$ cat config.mk
export PLATFORM = sky130hd
export DESIGN_NAME = color_shape_feature_classifier
export DESIGN_NICKNAME = d
export VERILOG_FILES = /design/src/rtl/core/csfc_pkg.sv /design/src/rtl/core/color_shape_feature_classifier.sv /design/src/rtl/core/csfc_cfg.sv /design/src/rtl/core/csfc_datapath.sv
export SDC_FILE = /design/constraint.sdc
export NUM_CORES = 2
export LEC_CHECK = 0
export ABC_AREA = 1
export ABC_CLOCK_PERIOD_IN_PS = 7300
export BUFFER_PORTS_ARGS = -buffer_cell sky130_fd_sc_hd__buf_2
export CAP_MARGIN = 0
export CORE_MARGIN = 2
export CORE_UTILIZATION = 51
export CTS_BUF_LIST = sky130_fd_sc_hd__clkbuf_4 sky130_fd_sc_hd__clkbuf_8
export DETAILED_ROUTE_END_ITERATION = 8
export HOLD_SLACK_MARGIN = 0.08
export PLACE_DENSITY = 0.68
export SLEW_MARGIN = 20
export SYNTH_ARGS = -nofsm -noshare
export SYNTH_HDL_FRONTEND = slang
export SYNTH_HIERARCHICAL = 1
export SYNTH_SLANG_ARGS = --single-unit
$ cat constraint.sdc
create_clock -name i_clk -period 7.3 [get_ports i_clk]
set_clock_uncertainty 0.1 [all_clocks]
set_input_delay 1.825 -clock i_clk [delete_from_list [all_inputs] [get_ports i_clk]]
set_output_delay 1.825 -clock i_clk [all_outputs]
set_load 0.01 [all_outputs]
$ cat src/rtl/core/csfc_pkg.sv
`timescale 1ns / 1ps
// ----------------------------------------------------------------------------
// csfc_pkg
// Shared widths, codes, reset values and types of the color and shape
// feature classifier.
// ----------------------------------------------------------------------------
package csfc_pkg;

    localparam int unsigned CNT_W   = 23;   // pixel counts
    localparam int unsigned LUMA_W  = 30;   // luma sum
    localparam int unsigned DIM_W   = 12;   // box width and height
    localparam int unsigned AREA_W  = 2 * DIM_W;
    localparam int unsigned LUMA8_W = 8;    // luma limits
    localparam int unsigned FILL_W  = 10;   // fill floors
    localparam int unsigned OBJK_W  = CNT_W + FILL_W;       // object * 1000
    localparam int unsigned FPROD_W = FILL_W + AREA_W;      // floor * area
    localparam int unsigned WPROD_W = LUMA8_W + CNT_W;      // white * region
    localparam int unsigned BPROD_W = LUMA8_W + 1 + CNT_W;  // (black + 1) * region
    localparam int unsigned ADDR_W  = 5;
    localparam int unsigned DATA_W  = 32;

    localparam logic [AREA_W-1:0] MIN_BOX_AREA = 24'd100;
    localparam logic [FILL_W-1:0] FILL_FULL    = 10'd1000;

    localparam logic [CNT_W-1:0]   RST_RED_MIN    = 23'd500;
    localparam logic [CNT_W-1:0]   RST_BLUE_MIN   = 23'd500;
    localparam logic [CNT_W-1:0]   RST_YELLOW_MIN = 23'd500;
    localparam logic [LUMA8_W-1:0] RST_WHITE      = 8'd180;
    localparam logic [LUMA8_W-1:0] RST_BLACK      = 8'd55;
    localparam logic [FILL_W-1:0]  RST_CUBE       = 10'd850;
    localparam logic [FILL_W-1:0]  RST_CYLINDER   = 10'd650;
    localparam logic [FILL_W-1:0]  RST_CONE       = 10'd250;

    typedef enum logic [2:0] {
        COLOR_UNKNOWN = 3'd0,
        COLOR_RED     = 3'd1,
        COLOR_BLUE    = 3'd2,
        COLOR_YELLOW  = 3'd3,
        COLOR_WHITE   = 3'd4,
        COLOR_BLACK   = 3'd5
    } t_color;

    typedef enum logic [1:0] {
        SHAPE_UNKNOWN  = 2'd0,
        SHAPE_CUBE     = 2'd1,
        SHAPE_CYLINDER = 2'd2,
        SHAPE_CONE     = 2'd3
    } t_shape;

    typedef enum logic [2:0] {
        REG_RED_MIN    = 3'd0,
        REG_BLUE_MIN   = 3'd1,
        REG_YELLOW_MIN = 3'd2,
        REG_WHITE      = 3'd3,
        REG_BLACK      = 3'd4,
        REG_CUBE       = 3'd5,
        REG_CYLINDER   = 3'd6,
        REG_CONE       = 3'd7
    } t_reg_idx;

    typedef struct packed {
        logic [CNT_W-1:0]   red_min;
        logic [CNT_W-1:0]   blue_min;
        logic [CNT_W-1:0]   yellow_min;
        logic [LUMA8_W-1:0] white_floor;
        logic [LUMA8_W-1:0] black_ceiling;
        logic [FILL_W-1:0]  cube_floor;
        logic [FILL_W-1:0]  cylinder_floor;
        logic [FILL_W-1:0]  cone_floor;
    } t_cfg;

    typedef struct packed {
        logic s1;
        logic s2;
        logic s3;
    } t_stage_en;

endpackage

$ cat src/rtl/core/color_shape_feature_classifier.sv
`timescale 1ns / 1ps
// ----------------------------------------------------------------------------
// color_shape_feature_classifier
// Classifies one object feature record per request into a color class, a
// shape class and a stable flag, with thresholds held in APB registers.
// ----------------------------------------------------------------------------
// Path: an accepted request passes through the stage 1, stage 2 and stage 3
// registers to its result on the master side; the third pipeline register is the output register.
// Throughput: one request per cycle while the master side takes results, set by the three-stage pipeline with
// the multipliers spread over the first two stages.
// Reset: i_rst_n is synchronous and active low; it empties the pipeline and
// returns every threshold register to its default value.
// ----------------------------------------------------------------------------
module color_shape_feature_classifier import csfc_pkg::*; (
    input  logic              i_clk,
    input  logic              i_rst_n,
    // Feature record request.
    input  logic              s_axis_tvalid,
    output logic              s_axis_tready,
    // Fields from bit 0 up: red_pixels[22:0], blue_pixels[45:23],
    // yellow_pixels[68:46], region_pixels[91:69], luma_total[121:92],
    // box_width[133:122], box_height[145:134], object_pixels[168:146],
    // zero padding[175:169].
    input  logic [175:0]      s_axis_tdata,
    // Classification result.
    output logic              m_axis_tvalid,
    input  logic              m_axis_tready,
    // Fields from bit 0 up: color_class[2:0], shape_class[4:3], stable[5],
    // zero padding[7:6].
    output logic [7:0]        m_axis_tdata,
    // Threshold register port.
    input  logic              psel,
    input  logic              penable,
    input  logic              pwrite,
    input  logic [ADDR_W-1:0] paddr,
    input  logic [DATA_W-1:0] pwdata,
    output logic [DATA_W-1:0] prdata,
    output logic              pready
);

    t_cfg      cfg;
    t_stage_en en;
    t_color    color;
    t_shape    shape;
    logic      stable;

    // Each stage holds a valid bit. A stage may load when it is empty or
    // when the stage after it is moving, so bubbles are squeezed out and a
    // new request is taken even while a finished result waits downstream.
    logic r_v1;
    logic r_v2;
    logic r_v3;
    logic rdy1;
    logic rdy2;
    logic rdy3;

    assign rdy3 = !r_v3 || m_axis_tready;
    assign rdy2 = !r_v2 || rdy3;
    assign rdy1 = !r_v1 || rdy2;

    assign s_axis_tready = rdy1;
    assign m_axis_tvalid = r_v3;

    assign en.s1 = s_axis_tvalid && rdy1;
    assign en.s2 = r_v1 && rdy2;
    assign en.s3 = r_v2 && rdy3;

    always_ff @(posedge i_clk) begin
        if (!i_rst_n) begin
            r_v1 <= 1'b0;
            r_v2 <= 1'b0;
            r_v3 <= 1'b0;
        end else begin
            if (rdy1) begin
                r_v1 <= s_axis_tvalid;
            end
            if (rdy2) begin
                r_v2 <= r_v1;
            end
            if (rdy3) begin
                r_v3 <= r_v2;
            end
        end
    end

    csfc_cfg u_cfg (
        .i_clk   (i_clk),
        .i_rst_n (i_rst_n),
        .psel    (psel),
        .penable (penable),
        .pwrite  (pwrite),
        .paddr   (paddr),
        .pwdata  (pwdata),
        .prdata  (prdata),
        .pready  (pready),
        .o_cfg   (cfg)
    );

    // The request payload is unpacked straight into the first stage.
    csfc_datapath u_datapath (
        .i_clk    (i_clk),
        .i_en     (en),
        .i_cfg    (cfg),
        .i_red    (s_axis_tdata[22:0]),
        .i_blue   (s_axis_tdata[45:23]),
        .i_yellow (s_axis_tdata[68:46]),
        .i_region (s_axis_tdata[91:69]),
        .i_luma   (s_axis_tdata[121:92]),
        .i_width  (s_axis_tdata[133:122]),
        .i_height (s_axis_tdata[145:134]),
        .i_object (s_axis_tdata[168:146]),
        .o_color  (color),
        .o_shape  (shape),
        .o_stable (stable)
    );

    assign m_axis_tdata = {2'b00, stable, shape, color};

endmodule

$ cat src/rtl/core/csfc_cfg.sv
`timescale 1ns / 1ps
// ----------------------------------------------------------------------------
// csfc_cfg
// APB register file holding the classification thresholds.
// ----------------------------------------------------------------------------
module csfc_cfg import csfc_pkg::*; (
    input  logic              i_clk,
    input  logic              i_rst_n,
    input  logic              psel,
    input  logic              penable,
    input  logic              pwrite,
    input  logic [ADDR_W-1:0] paddr,
    input  logic [DATA_W-1:0] pwdata,
    output logic [DATA_W-1:0] prdata,
    output logic              pready,
    output t_cfg              o_cfg
);

    t_cfg     r_cfg;
    t_reg_idx idx;
    logic     wr;

    assign pready = 1'b1;
    assign idx    = t_reg_idx'(paddr[ADDR_W-1:2]);
    assign wr     = psel & penable & pwrite & pready;
    assign o_cfg  = r_cfg;

    always_ff @(posedge i_clk) begin
        if (!i_rst_n) begin
            r_cfg.red_min        <= RST_RED_MIN;
            r_cfg.blue_min       <= RST_BLUE_MIN;
            r_cfg.yellow_min     <= RST_YELLOW_MIN;
            r_cfg.white_floor    <= RST_WHITE;
            r_cfg.black_ceiling  <= RST_BLACK;
            r_cfg.cube_floor     <= RST_CUBE;
            r_cfg.cylinder_floor <= RST_CYLINDER;
            r_cfg.cone_floor     <= RST_CONE;
        end else if (wr) begin
            unique case (idx)
                REG_RED_MIN:    r_cfg.red_min        <= pwdata[CNT_W-1:0];
                REG_BLUE_MIN:   r_cfg.blue_min       <= pwdata[CNT_W-1:0];
                REG_YELLOW_MIN: r_cfg.yellow_min     <= pwdata[CNT_W-1:0];
                REG_WHITE:      r_cfg.white_floor    <= pwdata[LUMA8_W-1:0];
                REG_BLACK:      r_cfg.black_ceiling  <= pwdata[LUMA8_W-1:0];
                REG_CUBE:       r_cfg.cube_floor     <= pwdata[FILL_W-1:0];
                REG_CYLINDER:   r_cfg.cylinder_floor <= pwdata[FILL_W-1:0];
                REG_CONE:       r_cfg.cone_floor     <= pwdata[FILL_W-1:0];
            endcase
        end
    end

    always_comb begin
        unique case (idx)
            REG_RED_MIN:    prdata = DATA_W'(r_cfg.red_min);
            REG_BLUE_MIN:   prdata = DATA_W'(r_cfg.blue_min);
            REG_YELLOW_MIN: prdata = DATA_W'(r_cfg.yellow_min);
            REG_WHITE:      prdata = DATA_W'(r_cfg.white_floor);
            REG_BLACK:      prdata = DATA_W'(r_cfg.black_ceiling);
            REG_CUBE:       prdata = DATA_W'(r_cfg.cube_floor);
            REG_CYLINDER:   prdata = DATA_W'(r_cfg.cylinder_floor);
            REG_CONE:       prdata = DATA_W'(r_cfg.cone_floor);
        endcase
    end

endmodule

$ cat src/rtl/core/csfc_datapath.sv
`timescale 1ns / 1ps
// ----------------------------------------------------------------------------
// csfc_datapath
// Three-stage classification datapath; each stage loads on its enable.
// ----------------------------------------------------------------------------
module csfc_datapath import csfc_pkg::*; (
    input  logic              i_clk,
    input  t_stage_en         i_en,
    input  t_cfg              i_cfg,
    input  logic [CNT_W-1:0]  i_red,
    input  logic [CNT_W-1:0]  i_blue,
    input  logic [CNT_W-1:0]  i_yellow,
    input  logic [CNT_W-1:0]  i_region,
    input  logic [LUMA_W-1:0] i_luma,
    input  logic [DIM_W-1:0]  i_width,
    input  logic [DIM_W-1:0]  i_height,
    input  logic [CNT_W-1:0]  i_object,
    output t_color            o_color,
    output t_shape            o_shape,
    output logic              o_stable
);

    // Stage 1: color pick, products against region and box.
    logic [CNT_W-1:0]   top;
    logic [CNT_W-1:0]   need;
    t_color             pick;
    t_color             r1_pick;
    logic               r1_pick_ok;
    logic               r1_region_nz;
    logic [LUMA_W-1:0]  r1_luma;
    logic [WPROD_W-1:0] r1_wprod;
    logic [BPROD_W-1:0] r1_bprod;
    logic [AREA_W-1:0]  r1_area;
    logic [OBJK_W-1:0]  r1_objk;
    logic               r1_obj_nz;

    always_comb begin
        top  = i_red;
        need = i_cfg.red_min;
        pick = COLOR_RED;
        if (i_blue > top) begin
            top  = i_blue;
            need = i_cfg.blue_min;
            pick = COLOR_BLUE;
        end
        if (i_yellow > top) begin
            top  = i_yellow;
            need = i_cfg.yellow_min;
            pick = COLOR_YELLOW;
        end
    end

    always_ff @(posedge i_clk) begin
        if (i_en.s1) begin
            r1_pick      <= pick;
            r1_pick_ok   <= (top >= need);
            r1_region_nz <= (i_region != '0);
            r1_luma      <= i_luma;
            r1_wprod     <= WPROD_W'(i_cfg.white_floor) * WPROD_W'(i_region);
            r1_bprod     <= BPROD_W'({1'b0, i_cfg.black_ceiling} + 9'd1)
                            * BPROD_W'(i_region);
            r1_area      <= AREA_W'(i_width) * AREA_W'(i_height);
            r1_objk      <= OBJK_W'(i_object) * OBJK_W'(FILL_FULL);
            r1_obj_nz    <= (i_object != '0);
        end
    end

    // Stage 2: final color; the truncated mean compares as luma against
    // white * region or (black + 1) * region, so no division is needed.
    t_color             color2;
    t_color             r2_color;
    logic               r2_shape_ok;
    logic [OBJK_W-1:0]  r2_objk;
    logic [FPROD_W-1:0] r2_cube_prod;
    logic [FPROD_W-1:0] r2_cyl_prod;
    logic [FPROD_W-1:0] r2_cone_prod;

    always_comb begin
        priority if (r1_pick_ok) begin
            color2 = r1_pick;
        end else if (!r1_region_nz) begin
            color2 = COLOR_UNKNOWN;
        end else if (WPROD_W'(r1_luma) >= r1_wprod) begin
            color2 = COLOR_WHITE;
        end else if (BPROD_W'(r1_luma) < r1_bprod) begin
            color2 = COLOR_BLACK;
        end else begin
            color2 = COLOR_UNKNOWN;
        end
    end

    always_ff @(posedge i_clk) begin
        if (i_en.s2) begin
            r2_color     <= color2;
            r2_shape_ok  <= r1_obj_nz && (r1_area >= MIN_BOX_AREA);
            r2_objk      <= r1_objk;
            r2_cube_prod <= FPROD_W'(i_cfg.cube_floor) * FPROD_W'(r1_area);
            r2_cyl_prod  <= FPROD_W'(i_cfg.cylinder_floor) * FPROD_W'(r1_area);
            r2_cone_prod <= FPROD_W'(i_cfg.cone_floor) * FPROD_W'(r1_area);
        end
    end

    // Stage 3: fill >= floor holds exactly when object*1000 >= floor*area,
    // given the floor does not exceed the 1000 cap.
    logic   cube_hit;
    logic   cyl_hit;
    logic   cone_hit;
    t_shape shape3;
    t_color r3_color;
    t_shape r3_shape;
    logic   r3_stable;

    assign cube_hit = (i_cfg.cube_floor <= FILL_FULL)
                      && (FPROD_W'(r2_objk) >= r2_cube_prod);
    assign cyl_hit  = (i_cfg.cylinder_floor <= FILL_FULL)
                      && (FPROD_W'(r2_objk) >= r2_cyl_prod);
    assign cone_hit = (i_cfg.cone_floor <= FILL_FULL)
                      && (FPROD_W'(r2_objk) >= r2_cone_prod);

    always_comb begin
        priority if (!r2_shape_ok) begin
            shape3 = SHAPE_UNKNOWN;
        end else if (cube_hit) begin
            shape3 = SHAPE_CUBE;
        end else if (cyl_hit) begin
            shape3 = SHAPE_CYLINDER;
        end else if (cone_hit) begin
            shape3 = SHAPE_CONE;
        end else begin
            shape3 = SHAPE_UNKNOWN;
        end
    end

    always_ff @(posedge i_clk) begin
        if (i_en.s3) begin
            r3_color  <= r2_color;
            r3_shape  <= shape3;
            r3_stable <= (r2_color != COLOR_UNKNOWN) && (shape3 != SHAPE_UNKNOWN);
        end
    end

    assign o_color  = r3_color;
    assign o_shape  = r3_shape;
    assign o_stable = r3_stable;

endmodule
==> results.md <==
* IO Port Bufs at 232
* TritonCTS Buffers at 79
* Setup crit end kind: flop
* Worst min path class: flop to flop
* Worst setup path class: flop to flop
* Post-synth ARST share at 0
* Crit Path Max Fanout at 21
* Num ports at 263
* Postcts setup bufs at 0
* DR pass1 iterations at 6
* Clk Tree Root Cell: clkbuf_8
* Most frequent cells in the layout: nand2_1 (2053), inv_1 (1781), fa_1 (978)
* Final Worst Setup Slack at 0.826 ns
* Critical Path AT at 6.85 ns
* Post-route minimum period at 6.47 ns
* Final Hold Fails at 0
* Final HPWL DP at 140 mm
* Pin count of the biggest net entering global routing at 117
* F_max at 154 MHz
* Vias at 52665
* Global-route wire length before repair at 283 mm
* Rows at 131
* Final setup fails at 0
* Predominant post-synthesis flop cell: edfxtp_1
* Final setup TNS at 0 ns
* TritonCTS clock tree: built
* Vias per inst at 5.32
* Global routing usage on met3 at 0.0309
* Busiest grt layer: met2
* GRT met2 Usage at 0.466
* Reg clk slew, reported paths at 0.06 ns
* Worst Tran Pin Value at 1.17 ns
* #FFs+latches synth at 412
* Hold buffers post-CTS at 0
* Register area share after synthesis at 0.172
* Layout area overhead at 6.70%
* Met1 global-route usage at 0.347
* CP Launch Type: flop
* Die area at 131000 um2
* Commonest non-fill, non-tap cell in the layout: nand2_1
* Final Cycle Share at 0.887
* Number of global-route vias before repair at 54458
* Mapped Avg Cell Area at 8.08 um2
* Rel. slew slack at 0.216
* Yosys warnings at 6
* DR DRC count at 0
* Cell Area, Synth at 65200 um2
* Required @ worst endpoint at 7.67 ns
* RD Place Congestion at 0.949
* Number of synthesized flops with an enable pin at 294
* Final max-slew violation count at 0
* GRT Overall Usage at 0.271
* Placeable Area at 127000 um2
* Starting Density at 0.513
* CTS max path bufs at 3
* Clk Latency, worst-skew pair at 0.73 ns
* DR WL/cell at 17.7 um
* CTS Sinks at 412
* DRT iter0 DRCs at 3442
* Final wirelength at 176 mm
* Place WS at 0.250 ns
* Die width at 362 um
* Cells after Synth at 8076
* Library cells used by synthesis at 63
* Initial antenna violation count at 12
* DIE HEIGHT at 362 um
* Status: complete, no violations
* Finished Core Util at 0.547
* Max_cap viols at 0
* Layout cells sized above 1 at 0.0647
* Fin nets at 10028
* RSZ-0062 raised after global routing: no
* PostCTS Resize Cnt at 0
* Antenna viol nets, final at 0
* H-Tree Depth at 3
* Gr ovfl total at 0
-- flip-flops by register name, indices dropped and copies added, names as in the netlist, 2 cells and up --
name,flops
u_cfg/o_cfg,115
u_datapath/r1_wprod,31
u_datapath/r1_bprod,32
u_datapath/r1_objk,30
u_datapath/r2_cyl_prod,34
u_datapath/o_color,3
u_datapath/r1_luma,30
u_datapath/r2_color,3
u_datapath/r2_cube_prod,34
u_datapath/o_shape,2
u_datapath/r1_area,24
u_datapath/r2_cone_prod,34
u_datapath/r1_pick,2
u_datapath/r2_objk,30
-- layer usage --
metal	up-vias	share of wire
met5	-	0.00010
met4	4	0.042
met3	352	0.059
met2	1714	0.49
met1	25906	0.41
li1	24689	-
-- metrics by stage --
step / hold WS, ns / cells / area (um2)
2_1_floorplan: 0.300 / 8085 / 65300
3_3_place_gp: 0.304 / 9738 / 67800
3_5_place_dp: 0.305 / 9739 / 67800
4_1_cts: 0.306 / 9885 / 69500
5_1_grt: 0.320 / 9897 / 69600
6_report: 0.297 / 9897 / 69600
-- final timing paths --
check,start,to,slack (ns),cells after the start
hold / removal,u_datapath/r1_objk[16]$_DFFE_PP_,u_datapath/r2_objk[16]$_DFFE_PP_,0.30,0
setup / recovery,u_cfg/o_cfg[30]$_SDFFE_PN1P_,u_datapath/r1_bprod[29]$_DFFE_PP_,0.83,23
hold reg to reg,u_datapath/r1_objk[16]$_DFFE_PP_,u_datapath/r2_objk[16]$_DFFE_PP_,0.30,0
setup reg to reg,u_cfg/o_cfg[30]$_SDFFE_PN1P_,u_datapath/r1_bprod[29]$_DFFE_PP_,0.83,23
-- critical path: stages (launching register included) --
cell and delay (ns):
dfxtp_1 0.61, nand4_1 0.22, nor2_1 0.17, nand2_1 0.09, o21ai_0 0.17, nand2_1 0.09
buf_4 0.17, inv_1 0.57, nand2_1 0.16, fa_1 0.56, fa_1 0.43, fa_1 0.49
inv_1 0.05, fa_1 0.43, ha_1 0.36, a21oi_1 0.26, o21ai_0 0.16, a21oi_1 0.25
nand3_1 0.32, a21o_1 0.28, nand2_1 0.08, nand2_1 0.05, nand2_1 0.06, nand2_1 0.05
-- cell type report --
type | count | area, um2
Clock inverter | 49 | 512
Tap cell | 1662 | 2080
Inverter | 1794 | 6750
Sequential cell | 412 | 11200
Antenna cell | 9 | 22.5
Fill cell | 11967 | 57600
Timing Repair Buffer | 336 | 2010
Multi-Input combinational cell | 5538 | 45800
Clock buffer | 97 | 1230
-- Yosys cell counts (3+ instances only) --
cell type / count / area share
nand2_1: 2053 / 0.12
inv_1: 1783 / 0.10
fa_1: 978 / 0.30
ha_1: 669 / 0.13
nor2_1: 475 / 0.027
a21oi_1: 311 / 0.024
edfxtp_1: 294 / 0.14
clkbuf_1: 255 / 0.015
nand3_1: 230 / 0.018
o21ai_0: 198 / 0.015
xor2_1: 119 / 0.016
dfxtp_1: 118 / 0.036
nand4_1: 109 / 0.010
xnor2_1: 70 / 0.0094
nor3_1: 44 / 0.0034
buf_2: 32 / 0.0025
or2_1: 32 / 0.0031
a21o_1: 29 / 0.0033
buf_4: 26 / 0.0030
a31oi_1: 20 / 0.0019
o211ai_1: 20 / 0.0023
o21bai_1: 20 / 0.0023
nor4_1: 18 / 0.0017
buf_6: 16 / 0.0028
o21ai_1: 16 / 0.0012
nand3b_1: 14 / 0.0016
buf_1: 12 / 0.00069
o21a_1: 12 / 0.0014
o21ai_2: 12 / 0.0016
nor2_4: 9 / 0.0016
inv_2: 7 / 0.00040
a21boi_1: 6 / 0.00069
a21oi_2: 6 / 0.00081
a21boi_0: 5 / 0.00058
a221oi_1: 5 / 0.00067
nand3_2: 5 / 0.00077
a211oi_1: 3 / 0.00035
conb_1: 3 / 0.00017
nand2_2: 3 / 0.00029
nand3_4: 3 / 0.00081
o31ai_1: 3 / 0.00035
-- logic make-up (layout without fill, tap and decap cells) --
logic type                 count (synthesis)  count (layout)  share of synthesized area
adders and majority gates               1647            1647                      0.428
xor gates and xnor gates                 189             189                     0.0254
buffers and inverters                   2135            2276                      0.127
AOI/OAI and AO/OA                        677             677                     0.0582
other                                      3              21                   0.000173
muxes                                      2               2                   0.000307
and+or+nand+nor                         3011            3011                      0.189
DFF                                      412             412                      0.172
Power is left out: the tool's default activity adds up to more than one toggle a clock period on the data nets, which glitch-free logic cannot reach.
